**src/sv/cpv_pkg.sv**
```systemverilog
`timescale 1ns / 1ps
`default_nettype none

package cpv_pkg;

    localparam int POSE_W  = 2;
    localparam int COORD_W = 32;
    localparam int ROT_W   = 18;
    localparam int COUNT_W = 17;

    // p - t is exact in one extra bit
    localparam int DIFF_W = COORD_W + 1;
    localparam int PROD_W = DIFF_W + ROT_W;
    localparam int SUM2_W = PROD_W + 1;
    localparam int SUM3_W = PROD_W + 2;

    localparam int QDEPTH = 8;
    localparam int QAW    = $clog2(QDEPTH);
    localparam int QCNT_W = QAW + 1;

    typedef struct packed {
        logic [POSE_W-1:0] pose;
        logic              vote;
        logic              last;
    } t_vote;

    typedef struct packed {
        logic  valid;
        t_vote data;
    } t_push;

    typedef struct packed {
        logic [QCNT_W-1:0] level;
        logic              empty;
        t_vote             head;
    } t_q_stat;

endpackage

`default_nettype wire

```
**src/sv/cpv_queue.sv**
```systemverilog
`timescale 1ns / 1ps
`default_nettype none

module cpv_queue (
    input  wire logic              i_clk,
    input  wire logic              i_rst_n,
    input  wire cpv_pkg::t_push    i_push,
    input  wire logic              i_pop,
    output cpv_pkg::t_q_stat       o_stat
);
    import cpv_pkg::*;

    t_vote              r_mem [QDEPTH];
    logic [QAW-1:0]     r_wp;
    logic [QAW-1:0]     r_rp;
    logic [QCNT_W-1:0]  r_level;

    always_ff @(posedge i_clk) begin
        if (i_push.valid) begin
            r_mem[r_wp] <= i_push.data;
        end
    end

    always_ff @(posedge i_clk) begin
        if (!i_rst_n) begin
            r_wp    <= '0;
            r_rp    <= '0;
            r_level <= '0;
        end else begin
            if (i_push.valid) begin
                r_wp <= r_wp + QAW'(1);
            end
            if (i_pop) begin
                r_rp <= r_rp + QAW'(1);
            end
            r_level <= r_level + QCNT_W'(i_push.valid) - QCNT_W'(i_pop);
        end
    end

    always_comb begin
        o_stat.level = r_level;
        o_stat.empty = (r_level == '0);
        o_stat.head  = r_mem[r_rp];
    end

endmodule

`default_nettype wire

```
**config.mk**
```make
export PLATFORM = sky130hd
export DESIGN_NAME = cpv_queue
export DESIGN_NICKNAME = d
export VERILOG_FILES = /design/src/sv/cpv_pkg.sv /design/src/sv/cpv_queue.sv
export SDC_FILE = /design/constraint.sdc
export NUM_CORES = 1
export LEC_CHECK = 0
export BUFFER_PORTS_ARGS = -buffer_cell sky130_fd_sc_hd__buf_2
export CAP_MARGIN = 10
export CORE_MARGIN = 4
export CORE_UTILIZATION = 55
export CTS_CLUSTER_DIAMETER = 50
export DETAILED_ROUTE_END_ITERATION = 8
export GPL_TIMING_DRIVEN = 0
export PLACE_DENSITY_LB_ADDON = 0.25
export SKIP_LAST_GASP = 1
export SLEW_MARGIN = 40
export SYNTH_ARGS = -nofsm -noshare
export SYNTH_HDL_FRONTEND = slang
export SYNTH_SLANG_ARGS = --single-unit
```
**constraint.sdc**
```tcl
create_clock -name i_clk -period 2.4 [get_ports i_clk]
set_clock_uncertainty 0.15 [all_clocks]
set_input_delay 0.36 -clock i_clk [delete_from_list [all_inputs] [get_ports i_clk]]
set_output_delay 0.36 -clock i_clk [all_outputs]
set_load 0.05 [all_outputs]
```
======== Yosys cells after proc, flatten, opt, wreduce, memory -nomap -nowiden ========
Memories as Yosys holds them, arrays and structs flattened. A register that Yosys moved wholly into a read port is not among the register bits.
Index checks and enable logic that the tools add are counted.
storage, ports and cells
  register bits ........................... 10
  input bits .............................. 8
  memories kept ........................... 1
  memory bits (writable) .................. 32
memories
  name   words  width  rd ports  clocked after Yosys merged registers in  wr ports  line             RTL
  r_mem  8      4      1         1                                        1         cpv_queue.sv:13  t_vote r_mem [QDEPTH];
cells by class
  reduce and logical (&&, ||, !) cells .... 1
  muxes and demuxes ....................... 4
  $add $sub $neg .......................... 4
operators with widths
  kind                                                           count
  3-bit by 1-bit adder with 3-bit output, second input constant  2
  3-bit two-way mux                                              2
  4-bit by 1-bit adder with 4-bit output                         1
  4-bit logical NOT                                              1
  4-bit by 1-bit subtractor with 4-bit output                    1
  1-bit two-way mux                                              2

======== Logic depth before layout (Yosys ltp) ========
  depth after elaboration ................. 3
  mapped depth ............................ 8
  mapped depth without buffers ............ 8

======== Least setup slack after synthesis ========
OpenSTA, ideal clock, no wires.
  path kind ............................... flip-flop to flip-flop
  from .................................... reg r_level[0]
  to ...................................... reg r_level[2]
  buffers on the path ..................... 0
  cell stages (with the launch flop) ...... 9
  slack ................................... 0.283 ns
  clock period less this slack ............ 2.117 ns
  data arrival time ....................... 1.852 ns
  library setup time ...................... 0.115 ns
  required time ........................... 2.135 ns
  cells stage by stage .................... dfxtp_1 > inv_1 > ha_1 > inv_1 > ha_1 > inv_1 > fa_1 > xnor2_1 > and2_1
on the way
  longest elaborated chain between the ends .. 2
ends and longest elaborated chain
  what                                         line             RTL
  start, declared                              cpv_queue.sv:16  logic [QCNT_W-1:0] r_level;
  start signal, assigned                       cpv_queue.sv:36  r_level <= r_level + QCNT_W'(i_push.valid) - QCNT_W'(i_pop);
  4-bit by 1-bit adder with 4-bit output       cpv_queue.sv:36
  4-bit by 1-bit subtractor with 4-bit output  cpv_queue.sv:36
No other way between the ends.
A chain may end at the register's enable or synchronous reset.

==> flow_summary.json <==
{
  "io-pin-count": 17,
  "critical_path.slowest_cell": "sky130_fd_sc_hd__mux4_1",
  "root_driver": "sky130_fd_sc_hd__clkbuf_4",
  "ff2ff_setup_slack_ns": 0.58,
  "n_antenna_cell": 0,
  "maxCapViolations": 0,
  "critical_path.max_fanout": 8,
  "crit_family": "multiplexers",
  "synth_nets": 129,
  "critical_path_arrival_ns": 1.83,
  "clock_tree.buffer_depth": 2,
  "die_width_um": 66.2,
  "rows": 20,
  "highest-signal-layer": "met4",
  "grt_overflow": 0,
  "timing.critical_path.required_ns": 1.89,
  "cp-end-kind": "primary output",
  "critPathKind": "reg -> out",
  "grt_pass1_vias": 928,
  "maxSlewHeadroom": 0.494,
  "r2r_start": "r_level[0]",
  "finalWirelength_um": 2840,
  "cts_hold_repair.buffers": 0,
  "mostFrequentLayoutCell": "sky130_fd_sc_hd__edfxtp_1",
  "worst_hold_slack_ns": 0.109,
  "layout-drive-gt1-share": 0.265,
  "globalRouteTotalUtil": 0.146,
  "post_placement_worst_setup_slack_ns": 0.385,
  "final-setup-viol-count": 0,
  "critical_path_buf_inv_count": 2,
  "gp_congestion": 0.706,
  "total_die_area_um2": 4380,
  "synth.yosys.seq_area_share": 0.656,
  "post-route-min-period_ns": 2.34,
  "core_box_area_um2": 3150,
  "power.static_leakage_nw": 0.758,
  "cts_tree": "built",
  "synth.cell_area_um2": 1860,
  "drt-wirelength-per-cell_um": 15.8,
  "met3WireLength_um": 190,
  "io_buffer_count": 16,
  "synth_largest_type_area_fraction": 0.516,
  "rsz0062_at_grt": "true",
  "post_cts.repair.setup_buffers": 0,
  "number_of_cell_instances_on_the_worst_register_to_register_path": 8,
  "ant_nets": 0,
  "dr_total_vias": 930,
  "f_max_mhz": 427,
  "synthDominantAreaCellType": "sky130_fd_sc_hd__edfxtp_1",
  "final_cell_mix": "sky130_fd_sc_hd__edfxtp_1 (32), sky130_fd_sc_hd__dfxtp_1 (12), sky130_fd_sc_hd__buf_2 (12)",
  "run_status": "finished, final reports clean",
  "hold_critical_path_depth": 3,
  "nNetsFinal": 151,
  "vias_per_cell": 5.17,
  "timing.critical_path.cells": "buf_8, mux4_1, mux2_2, buf_6",
  "power_density_nw_per_um2": 839,
  "ir_drop_mv": 0.708,
  "final_design_area_no_fill_um2": 2060,
  "numClockSinks": 45,
  "synthTopCellsByArea": "sky130_fd_sc_hd__edfxtp_1 (52%), sky130_fd_sc_hd__dfxtp_1 (14%), sky130_fd_sc_hd__mux4_1 (11%)",
  "fin_ws_ns": 0.0554,
  "grt_antenna_before_repair": 0,
  "flow.area_growth_from_synthesis_pct": 10.6,
  "placed_area_um2": 2000,
  "yosysWarnings": 0,
  "tritoncts.num_buffers": 5,
  "routed_wire_length_on_met2_um": 1410,
  "synthDistinctLibCells": 21,
  "initial_core_utilization": 0.590,
  "timing.rr.end": "r_level[2]",
  "met1_length_um": 1200,
  "clk_transition_reported_paths_ns": 0.13,
  "dp_hpwl_um": 1990,
  "hold_class": "in -> reg",
  "ctsResizeCount": 6,
  "min_period_over_period": 0.977,
  "synthCells": 113,
  "min_from": "i_rst_n",
  "drt-pass1-iter-count": 4,
  "syn-mean-instance-area_um2": 16.5,
  "clock_latency_ns": 0.35,
  "grt_max_degree": 16,
  "holdPathEnd": "r_level[3]",
  "worst_pin_slew_ns": 0.754,
  "fp.dieH_um": 66.2,
  "worstSetupStartpointType": "register",
  "drc": 0,
  "htree_num_levels": 2,
  "finalSetupTns_ns": 0,
  "cp_slowest_stage_delay_ns": 0.54,
  "drv_slew": 0,
  "synth.ff_latch_count": 45,
  "hold_violations": 0,
  "first_drt_iteration_drcs": 37,
  "grt_first_pass_wirelength_um": 4510
}
[cell families after synthesis]
logic type | count (synthesis) | share of synthesized area
buffers and inverters | 10 | 0.0242
DFF | 45 | 0.656
xor gates and xnor gates | 5 | 0.0235
AOI/OAI and AO/OA | 2 | 0.00672
and+or+nand+nor | 28 | 0.0780
adders and majority gates | 8 | 0.0578
muxes | 15 | 0.153
[Yosys cell counts, drive strengths merged]
master and count:
ha 7, mux2 4, fa 1, nand2b 4, clkbuf 2, dfxtp 13
mux4 8, xnor2 3, a21o 1, nor2 6, and2 7, xor2 2
nor2b 3, and3 1, edfxtp 32, nand2 5, nor3 2, mux2i 3
a21oi 1, buf 1, inv 7
[stage by stage]
stage | power, mW | util | instances
final | 1.73 | 0.653 | 180
after detailed placement | 1.37 | 0.633 | 173
after global placement | 1.35 | 0.633 | 173
after CTS | 1.73 | 0.654 | 180
after floorplan | 1.27 | - | 113
after global routing | 1.83 | 0.653 | 180
[flip-flops by register name, summed over array words and instances, names as in the netlist, named ones only]
register and flops:
r_rp 3, r_level 4, r_mem 32, r_wp 3
[report_power, final]
group	internal, mW	switching [mW]	leakage [nW]
Clock	0.116	0.243	0.0316
Sequential	0.880	0.0309	0.398
Combinational	0.173	0.283	0.328
[worst min-delay path: stages]
cell and delay, ns:
sky130_fd_sc_hd__buf_2 0.11, sky130_fd_sc_hd__nand2_1 0.05, sky130_fd_sc_hd__mux2i_1 0.06
[cell type report]
cell class / count / area [µm²]
buffer: 2 / 18.8
clock buffer: 5 / 37.5
clock inverter: 3 / 21.3
fill: 240 / 1090
inverter: 7 / 26.3
multi-input combinational: 58 / 572
sequential: 45 / 1220
tap: 44 / 55.1
timing repair buffer: 16 / 105
[worst max-delay path by stage]
stage                            end  cells past startpoint        from  slack [ns]
after floorplan           r_level[2]                      8  r_level[0]        0.28
after global placement     o_stat[3]                      4    register        0.39
after detailed placement   o_stat[2]                      4    register        0.39
after CTS                  o_stat[3]                      4    register       -0.01
after global routing       o_stat[3]                      4    register       -0.04
final                      o_stat[3]                      4    register        0.06
[per-layer routing]
layer,global-route usage,up-vias
li1,-,460
met5,0,-
met3,0.0459,4
met2,0.233,31
met4,0.0609,0
met1,0.185,435
Note: power is estimated with default switching activity, not from simulation.
