===== config.mk =====
export PLATFORM = sky130hd
export DESIGN_NAME = cpv_back_flat
export DESIGN_NICKNAME = d
export VERILOG_FILES = /design/src/sv/cpv_pkg.sv /design/src/sv/cpv_out_if.sv /design/src/sv/cpv_back.sv /design/src/flat_wrapper.sv
export SDC_FILE = /design/constraint.sdc
export NUM_CORES = 1
export LEC_CHECK = 0
export BUFFER_PORTS_ARGS = -buffer_cell sky130_fd_sc_hd__buf_2
export CAP_MARGIN = 20
export CELL_PAD_IN_SITES_DETAIL_PLACEMENT = 1
export CELL_PAD_IN_SITES_GLOBAL_PLACEMENT = 1
export CORE_MARGIN = 2
export CORE_UTILIZATION = 40
export CTS_CLUSTER_DIAMETER = 80
export CTS_CLUSTER_SIZE = 28
export DETAILED_ROUTE_END_ITERATION = 8
export PLACE_DENSITY_LB_ADDON = 0.1
export SETUP_SLACK_MARGIN = 0.15
export SKIP_CTS_REPAIR_TIMING = 1
export SYNTH_ARGS = -nofsm -noshare
export SYNTH_HDL_FRONTEND = slang
export SYNTH_SLANG_ARGS = --single-unit

===== constraint.sdc =====
create_clock -name i_clk -period 2.8 [get_ports i_clk]
set_input_delay 0.28 -clock i_clk [delete_from_list [all_inputs] [get_ports i_clk]]
set_output_delay 0.28 -clock i_clk [all_outputs]
set_load 0.01 [all_outputs]

===== src/sv/cpv_pkg.sv =====
`timescale 1ns / 1ps
`default_nettype none

package cpv_pkg;

    localparam int POSE_W  = 2;
    localparam int COORD_W = 32;
    localparam int ROT_W   = 18;
    localparam int COUNT_W = 17;

    // p - t is exact in one extra bit
    localparam int DIFF_W = COORD_W + 1;
    localparam int PROD_W = DIFF_W + ROT_W;
    localparam int SUM2_W = PROD_W + 1;
    localparam int SUM3_W = PROD_W + 2;

    localparam int QDEPTH = 8;
    localparam int QAW    = $clog2(QDEPTH);
    localparam int QCNT_W = QAW + 1;

    typedef struct packed {
        logic [POSE_W-1:0] pose;
        logic              vote;
        logic              last;
    } t_vote;

    typedef struct packed {
        logic  valid;
        t_vote data;
    } t_push;

    typedef struct packed {
        logic [QCNT_W-1:0] level;
        logic              empty;
        t_vote             head;
    } t_q_stat;

endpackage

`default_nettype wire


===== src/sv/cpv_out_if.sv =====
`timescale 1ns / 1ps
`default_nettype none

interface cpv_out_if;
    import cpv_pkg::*;

    logic               valid;
    logic               ready;
    logic [POSE_W-1:0]  best_pose;
    logic [COUNT_W-1:0] best_count;

    modport source (
        output valid, best_pose, best_count,
        input  ready
    );

    modport sink (
        input  valid, best_pose, best_count,
        output ready
    );
endinterface

`default_nettype wire


===== src/sv/cpv_back.sv =====
`timescale 1ns / 1ps
`default_nettype none

module cpv_back #(
    parameter int MAX_POINTS = 65536,
    parameter int NUM_POSES  = 4
) (
    input  wire logic              i_clk,
    input  wire logic              i_rst_n,
    input  wire cpv_pkg::t_q_stat  i_q_stat,
    output logic                   o_pop,
    cpv_out_if.source              o_res
);
    import cpv_pkg::*;

    localparam int CW  = $clog2(MAX_POINTS + 1);
    localparam int IW  = $clog2(NUM_POSES);
    localparam int NP2 = 1 << IW;
    localparam int LV  = IW;

    logic [CW-1:0]  r_cnt [NUM_POSES];
    logic [CW-1:0]  n_cnt [NUM_POSES];

    // registered max tree, level 0 is the snapshot
    logic [CW-1:0]  r_tc [LV+1][NP2];
    logic [IW-1:0]  r_ti [LV+1][NP2];
    logic [LV:0]    r_tv;

    logic           r_ov;
    logic [IW-1:0]  r_op;
    logic [CW-1:0]  r_oc;

    logic           b_adv;
    logic           close;

    assign b_adv = !r_ov || o_res.ready;
    assign o_pop = b_adv && !i_q_stat.empty;
    assign close = o_pop && i_q_stat.head.last;

    always_comb begin
        for (int i = 0; i < NUM_POSES; i++) begin
            logic bump;
            bump = o_pop && i_q_stat.head.vote && (32'(i_q_stat.head.pose) == i)
                   && (r_cnt[i] < CW'(MAX_POINTS));
            n_cnt[i] = r_cnt[i] + CW'(bump);
        end
    end

    always_ff @(posedge i_clk) begin
        if (!i_rst_n || close) begin
            for (int i = 0; i < NUM_POSES; i++) begin
                r_cnt[i] <= '0;
            end
        end else begin
            r_cnt <= n_cnt;
        end
    end

    always_ff @(posedge i_clk) begin
        if (!i_rst_n) begin
            r_tv <= '0;
            r_ov <= 1'b0;
        end else if (b_adv) begin
            r_tv <= {r_tv[LV-1:0], close};
            r_ov <= r_tv[LV];
        end
    end

    always_ff @(posedge i_clk) begin
        if (b_adv) begin
            for (int i = 0; i < NUM_POSES; i++) begin
                r_tc[0][i] <= n_cnt[i];
                r_ti[0][i] <= IW'(i);
            end
            // padding leaves never win: a tie keeps the left side
            for (int i = NUM_POSES; i < NP2; i++) begin
                r_tc[0][i] <= '0;
                r_ti[0][i] <= IW'(i);
            end
            for (int l = 0; l < LV; l++) begin
                for (int j = 0; j < NP2 / 2; j++) begin
                    if (j < (NP2 >> (l + 1))) begin
                        if (r_tc[l][2*j+1] > r_tc[l][2*j]) begin
                            r_tc[l+1][j] <= r_tc[l][2*j+1];
                            r_ti[l+1][j] <= r_ti[l][2*j+1];
                        end else begin
                            r_tc[l+1][j] <= r_tc[l][2*j];
                            r_ti[l+1][j] <= r_ti[l][2*j];
                        end
                    end
                end
            end
            r_op <= r_ti[LV][0];
            r_oc <= r_tc[LV][0];
        end
    end

    assign o_res.valid      = r_ov;
    assign o_res.best_pose  = POSE_W'(r_op);
    assign o_res.best_count = COUNT_W'(r_oc);

endmodule

`default_nettype wire


===== src/flat_wrapper.sv =====
// flat-port wrapper written by rule: the top's interface ports become plain ports
module cpv_back_flat import cpv_pkg::*;
#(
    parameter int MAX_POINTS = 65536,
    parameter int NUM_POSES  = 4
)
  (i_clk, i_rst_n, i_q_stat, o_pop, o_res_valid, o_res_best_pose, o_res_best_count, o_res_ready);
  cpv_out_if o_res_i ();
  input  wire logic i_clk;
  input  wire logic i_rst_n;
  input  wire cpv_pkg::t_q_stat i_q_stat;
  output logic o_pop;
  output wire logic [$bits(o_res_i.valid)-1:0] o_res_valid;
  output wire logic [$bits(o_res_i.best_pose)-1:0] o_res_best_pose;
  output wire logic [$bits(o_res_i.best_count)-1:0] o_res_best_count;
  input wire logic [$bits(o_res_i.ready)-1:0] o_res_ready;
  assign o_res_valid = o_res_i.valid;
  assign o_res_best_pose = o_res_i.best_pose;
  assign o_res_best_count = o_res_i.best_count;
  assign o_res_i.ready = o_res_ready;
  cpv_back #(.MAX_POINTS(MAX_POINTS), .NUM_POSES(NUM_POSES)) u_core (.i_clk(i_clk), .i_rst_n(i_rst_n), .i_q_stat(i_q_stat), .o_pop(o_pop), .o_res(o_res_i));
endmodule

Yosys cells after proc, flatten, opt, wreduce, memory -nomap -nowiden
Memory sizes are Yosys's and may differ from the RTL's. A register that Yosys moved wholly into a read port is not among the register bits.
Index checks and enable logic that the tools add are counted.
- $add $sub $neg: 4
- order comparisons: 7
- equality and inequality tests: 3
- multiplexer cells: 26
- bitwise operators: 6
- reductions and logical operators: 17
- operator list (cell ; count):
    adder 17 x 1 -> 17 bit ; 4
    < comparator 17 bit (second input constant) ; 4
    greater-than comparator 17 bit ; 3
    two-way mux 17 bit ; 3
    two-way mux 1 bit ; 20
    logical AND 1 bit ; 11
    two-way mux 2 bit ; 3
    OR 1 bit ; 6
    equality test 2 bit (second input constant) ; 2
    logical NOT 1 bit ; 3
    equality test 2 x 1 -> 1 bit (second input constant) ; 1
    logical NOT 2 bit ; 1
    logical OR 1 bit ; 2
- register bits: 72
- RAM bits: 216
- bits of input ports: 12
- output and inout bits: 21
- logic and storage cells: 71
- memories: 2
- memories (name ; words ; bits a word ; rd ports ; clocked after memory_dff ; write ports ; line ; text):
    u_core.r_tc ; 3 ; 68 ; 3 ; 1 ; 3 ; cpv_back.sv:25 ; logic [CW-1:0] r_tc [LV+1][NP2];
    u_core.r_ti ; 3 ; 4 ; 3 ; 1 ; 3 ; cpv_back.sv:26 ; logic [IW-1:0] r_ti [LV+1][NP2];

Depth between registers and ports, before layout
- depth in word-level cells: 7
- mapped depth: 11
- mapped depth without buffers: 11

Worst setup path after synthesis
Ideal clock, no wire load.
- path kind: register to register
- from: register u_core.r_ov, in the netlist u_core.o_res.valid
- to: memory u_core.r_tc[1][66] (netlist name) (data pin)
- setup time: 0.134 ns
- data arrival time: 2.927 ns
- data required time: 2.666 ns
- path slack: -0.262 ns
- cell stages (with the launch flop): 7
- buffers on the path: 1
- period minus slack after synthesis: 3.062 ns
- cells stage by stage: dfxtp_1 -> nor2b_2 -> inv_1 -> clkbuf_1 -> nand2_1 -> or3_1 -> nand3_1
- RTL lines (what ; line ; text):
    from (decl) ; cpv_back.sv:29 ; logic r_ov;
    from (signal assigned) ; cpv_back.sv:65 ; r_ov <= r_tv[LV];
    to (decl) ; cpv_back.sv:25 ;

==> results by group <==
Status
  • Outcome: finished clean

Global route
  • Tot GR Track Use: 16.8%
  • Global route overflow: 0
  • Vias in the first global route: between 6000 and 7000
  • First-pass GRT wire length: 34.3 mm
  • Pin count of the biggest net entering global routing: slightly below 70
  • Initial antenna violation count: 0

Floorplan
  • Number of I/O pins: 33
  • Cell Rows: 57
  • Starting Density: 40.6%
  • Core Footprint: 24200 um2
  • Die Area: approximately 26000 um2
  • Die Wd: 161 um
  • Die Height: 161 um

Clock network
  • CTS Root Cell: clkbuf_16
  • CTS clk-pin slew, worst paths: 0.09 ns
  • Clock buffer depth: 3
  • Clock sinks: 214
  • CTS buffer count: 13
  • H-tree depth: 1
  • CTS tree: done
  • Clk Latency, worst-skew pair: about 0.48 ns

STA
  • Worst-Margin Slew: around 0.58 ns
  • RSZ-0062 raised after global routing: true
  • Crit path time final: between 2 and 2.5 ns
  • Fin. max-slew vios: 0
  • Setup TNS: 0 ns
  • Final number of setup-violating endpoints: 0
  • Max Fclk: a little over 400 MHz
  • Final Hold Viols: 0
  • Setup WS post-layout: between 0.3 and 0.4 ns
  • Worst Clk Skew: approximately 0.027 ns
  • Period utilization: between 80% and 90%
  • Max-slew headroom: slightly above 60%

Setup path
  • Crit Path Max Fanout: 25
  • CP startpoint kind: flip-flop
  • Worst EP required: a little over 3 ns
  • Crit Path Class: flip-flop to flip-flop
  • Crit path DAT: 2.79 ns
  • Endpoint class of the critical path: flip-flop

Yosys
  • Net Count, Synth: 868
  • Number of synthesized register bits: around 210
  • Yosys cell types: between 40 and 50
  • Post-synth EDFFs: around 140
  • Main synth FF type: edfxtp_1
  • Post-Syn Instances: about 800
  • Async SR Flop Fraction: 0%
  • Post-Synthesis Cell Area: between 9000 and 10000 um2
  • Most common cell in the netlist: edfxtp_1
  • Yosys warns: 0
  • Register area share after synthesis: roughly 58%
  • Yosys top cell by area: edfxtp_1
  • Mean post-synth cell area: around 12 um2
  • Synth top area share: a little over two fifths
  • Synth top area cells: edfxtp_1, dfxtp_1, ha_1
  • Synth top cells by count: edfxtp_1, dfxtp_1, inv_1

Power
  • P_leak: roughly 4.6 nW
  • Max rail drop VDD: approximately 0.33 mV
  • Pwr/cell area: 550 nW/um2
  • Total chip power: between 6 and 7 mW

Place
  • Final GP Congestion: approximately 0.79
  • Placement Setup Slack: approximately 0.13 ns
  • Port bufs: 28
  • Placed cells: 1142
  • DP HPWL: roughly 16 mm

Layout
  • Multi-input gate area: ~4000 um2
  • Final core occ: 45.3%
  • Diodes inserted: 0
  • Synthesis-to-layout area growth: 11.5%
  • Layout cell share with drive strength beyond 1: 15.3%
  • Post-route insts no fill: roughly 1200
  • FF/Latch Area: 5710 um2
  • # fillers: about 2600
  • Nets: approximately 910

Route
  • First drt pass iteration count: 5
  • Final wirelength: 21.5 mm
  • Via-per-instance ratio: ~5.2
  • DRT iter0 DRCs: between 200 and 250
  • Via count: approximately 6100
  • Final antenna-violating net count: 0
  • WL/cell: 18.4 um
  • DRC viols: 0

Hold path
  • Hold crit path type: input port to flip-flop

Run
  • Max_cap viols: 0
worst paths after layout:
check	slack [ns]	startpoint	to	cells after the start
max reg2reg	0.32	u_core.r_tc[0][48]$_DFFE_PN_	u_core.r_tc[1][66]$_DFFE_PP_	7
min	0.32	i_rst_n	u_core.o_res.valid$_SDFFE_PN0N_	3
min reg2reg	0.43	u_core.r_tc[2][67]$_DFFE_PP_	u_core.o_res.best_count[16]$_DFFE_PN_	0
max	0.32	u_core.r_tc[0][48]$_DFFE_PN_	u_core.r_tc[1][66]$_DFFE_PP_	7
layer usage:
layer	share of wire [%]	track usage, %	wire, um
met4	2.1	4.38	460
met1	47	22.2	10200
met2	48	29.2	10300
met5	0	0	0
met3	2.8	2.23	599
where the power goes:
part	switching [mW]	leakage (nW)	total [mW]	internal, mW
logic	0.321	2.11	0.556	0.235
clock network	1.06	0.205	2.00	0.942
registers	0.0372	2.31	3.48	3.45
layout by cell type (no fill, tap or decap), drive strengths merged, types with 2 or more instances in the layout:
cell type  netlist  layout
clkinv           0       3
nand4           18      18
clkbuf          21      14
nand2           49      49
nor4             4       4
o22ai            2       2
nor2            14      14
a21o             4       4
and4            11      11
nand3           44      44
a2111oi          4       4
edfxtp         142     142
a21boi           5       5
a211oi           4       4
xor2            22      22
o21ai            6       6
nor3            13      13
o211ai          17      17
xnor2           38      38
and3            46      46
mux2            35      35
a21oi           14      14
ha              59      59
nand3b           2       2
inv             62      64
or3             17      17
dfxtp           72      72
buf              5      49
nor3b            3       3
o21a             2       2
o21bai           2       2
and2            35      35
or2              2       2
o2bb2a          16      16
layout make-up:
type,instances,area share [%]
repair buffers,49,2.94
inverters,62,2.15
flip-flops and latches,214,51.9
clock inverters,7,0.752
well taps,324,3.69
multi-input cells,495,35.5
clock buffers,14,3.00
metrics by stage:
stage / hold WS [ns] / cell area, um2
6_report: 0.323 / 11000
4_1_cts: 0.320 / 10900
3_3_place_gp: 0.404 / 10500
3_5_place_dp: 0.408 / 10500
5_1_grt: 0.334 / 11000
2_1_floorplan: 0.400 / 9860
registers in the layout, summed over array words and instances, names as in the netlist:
name and count:
u_core.o_res.best_count 17, u_core.o_res.best_pose 2, u_core.o_res.valid 1, u_core.r_cnt 68, u_core.r_tc 119, u_core.r_ti 4
u_core.r_tv 3
critical path: stages (launching register included):
cell      delay [ns]
edfxtp_1        0.45
ha_1            0.33
nand4_1         0.31
nor3_2          0.34
nand2_2         0.20
buf_12          0.21
o2bb2a_1        0.29
nand3_1         0.17
kinds of logic (layout without fill, tap and decap cells):
kind of cell	Yosys count	count (layout)	synth area share [%]
simple gates	261	261	14.7
fa+ha+maj	59	59	7.49
xor+xnor	60	60	5.33
flops	214	214	57.9
buf+inv	88	132	3.54
compound gates	80	80	6.40
mux	35	35	4.68
(Power assumes the default switching activity.)
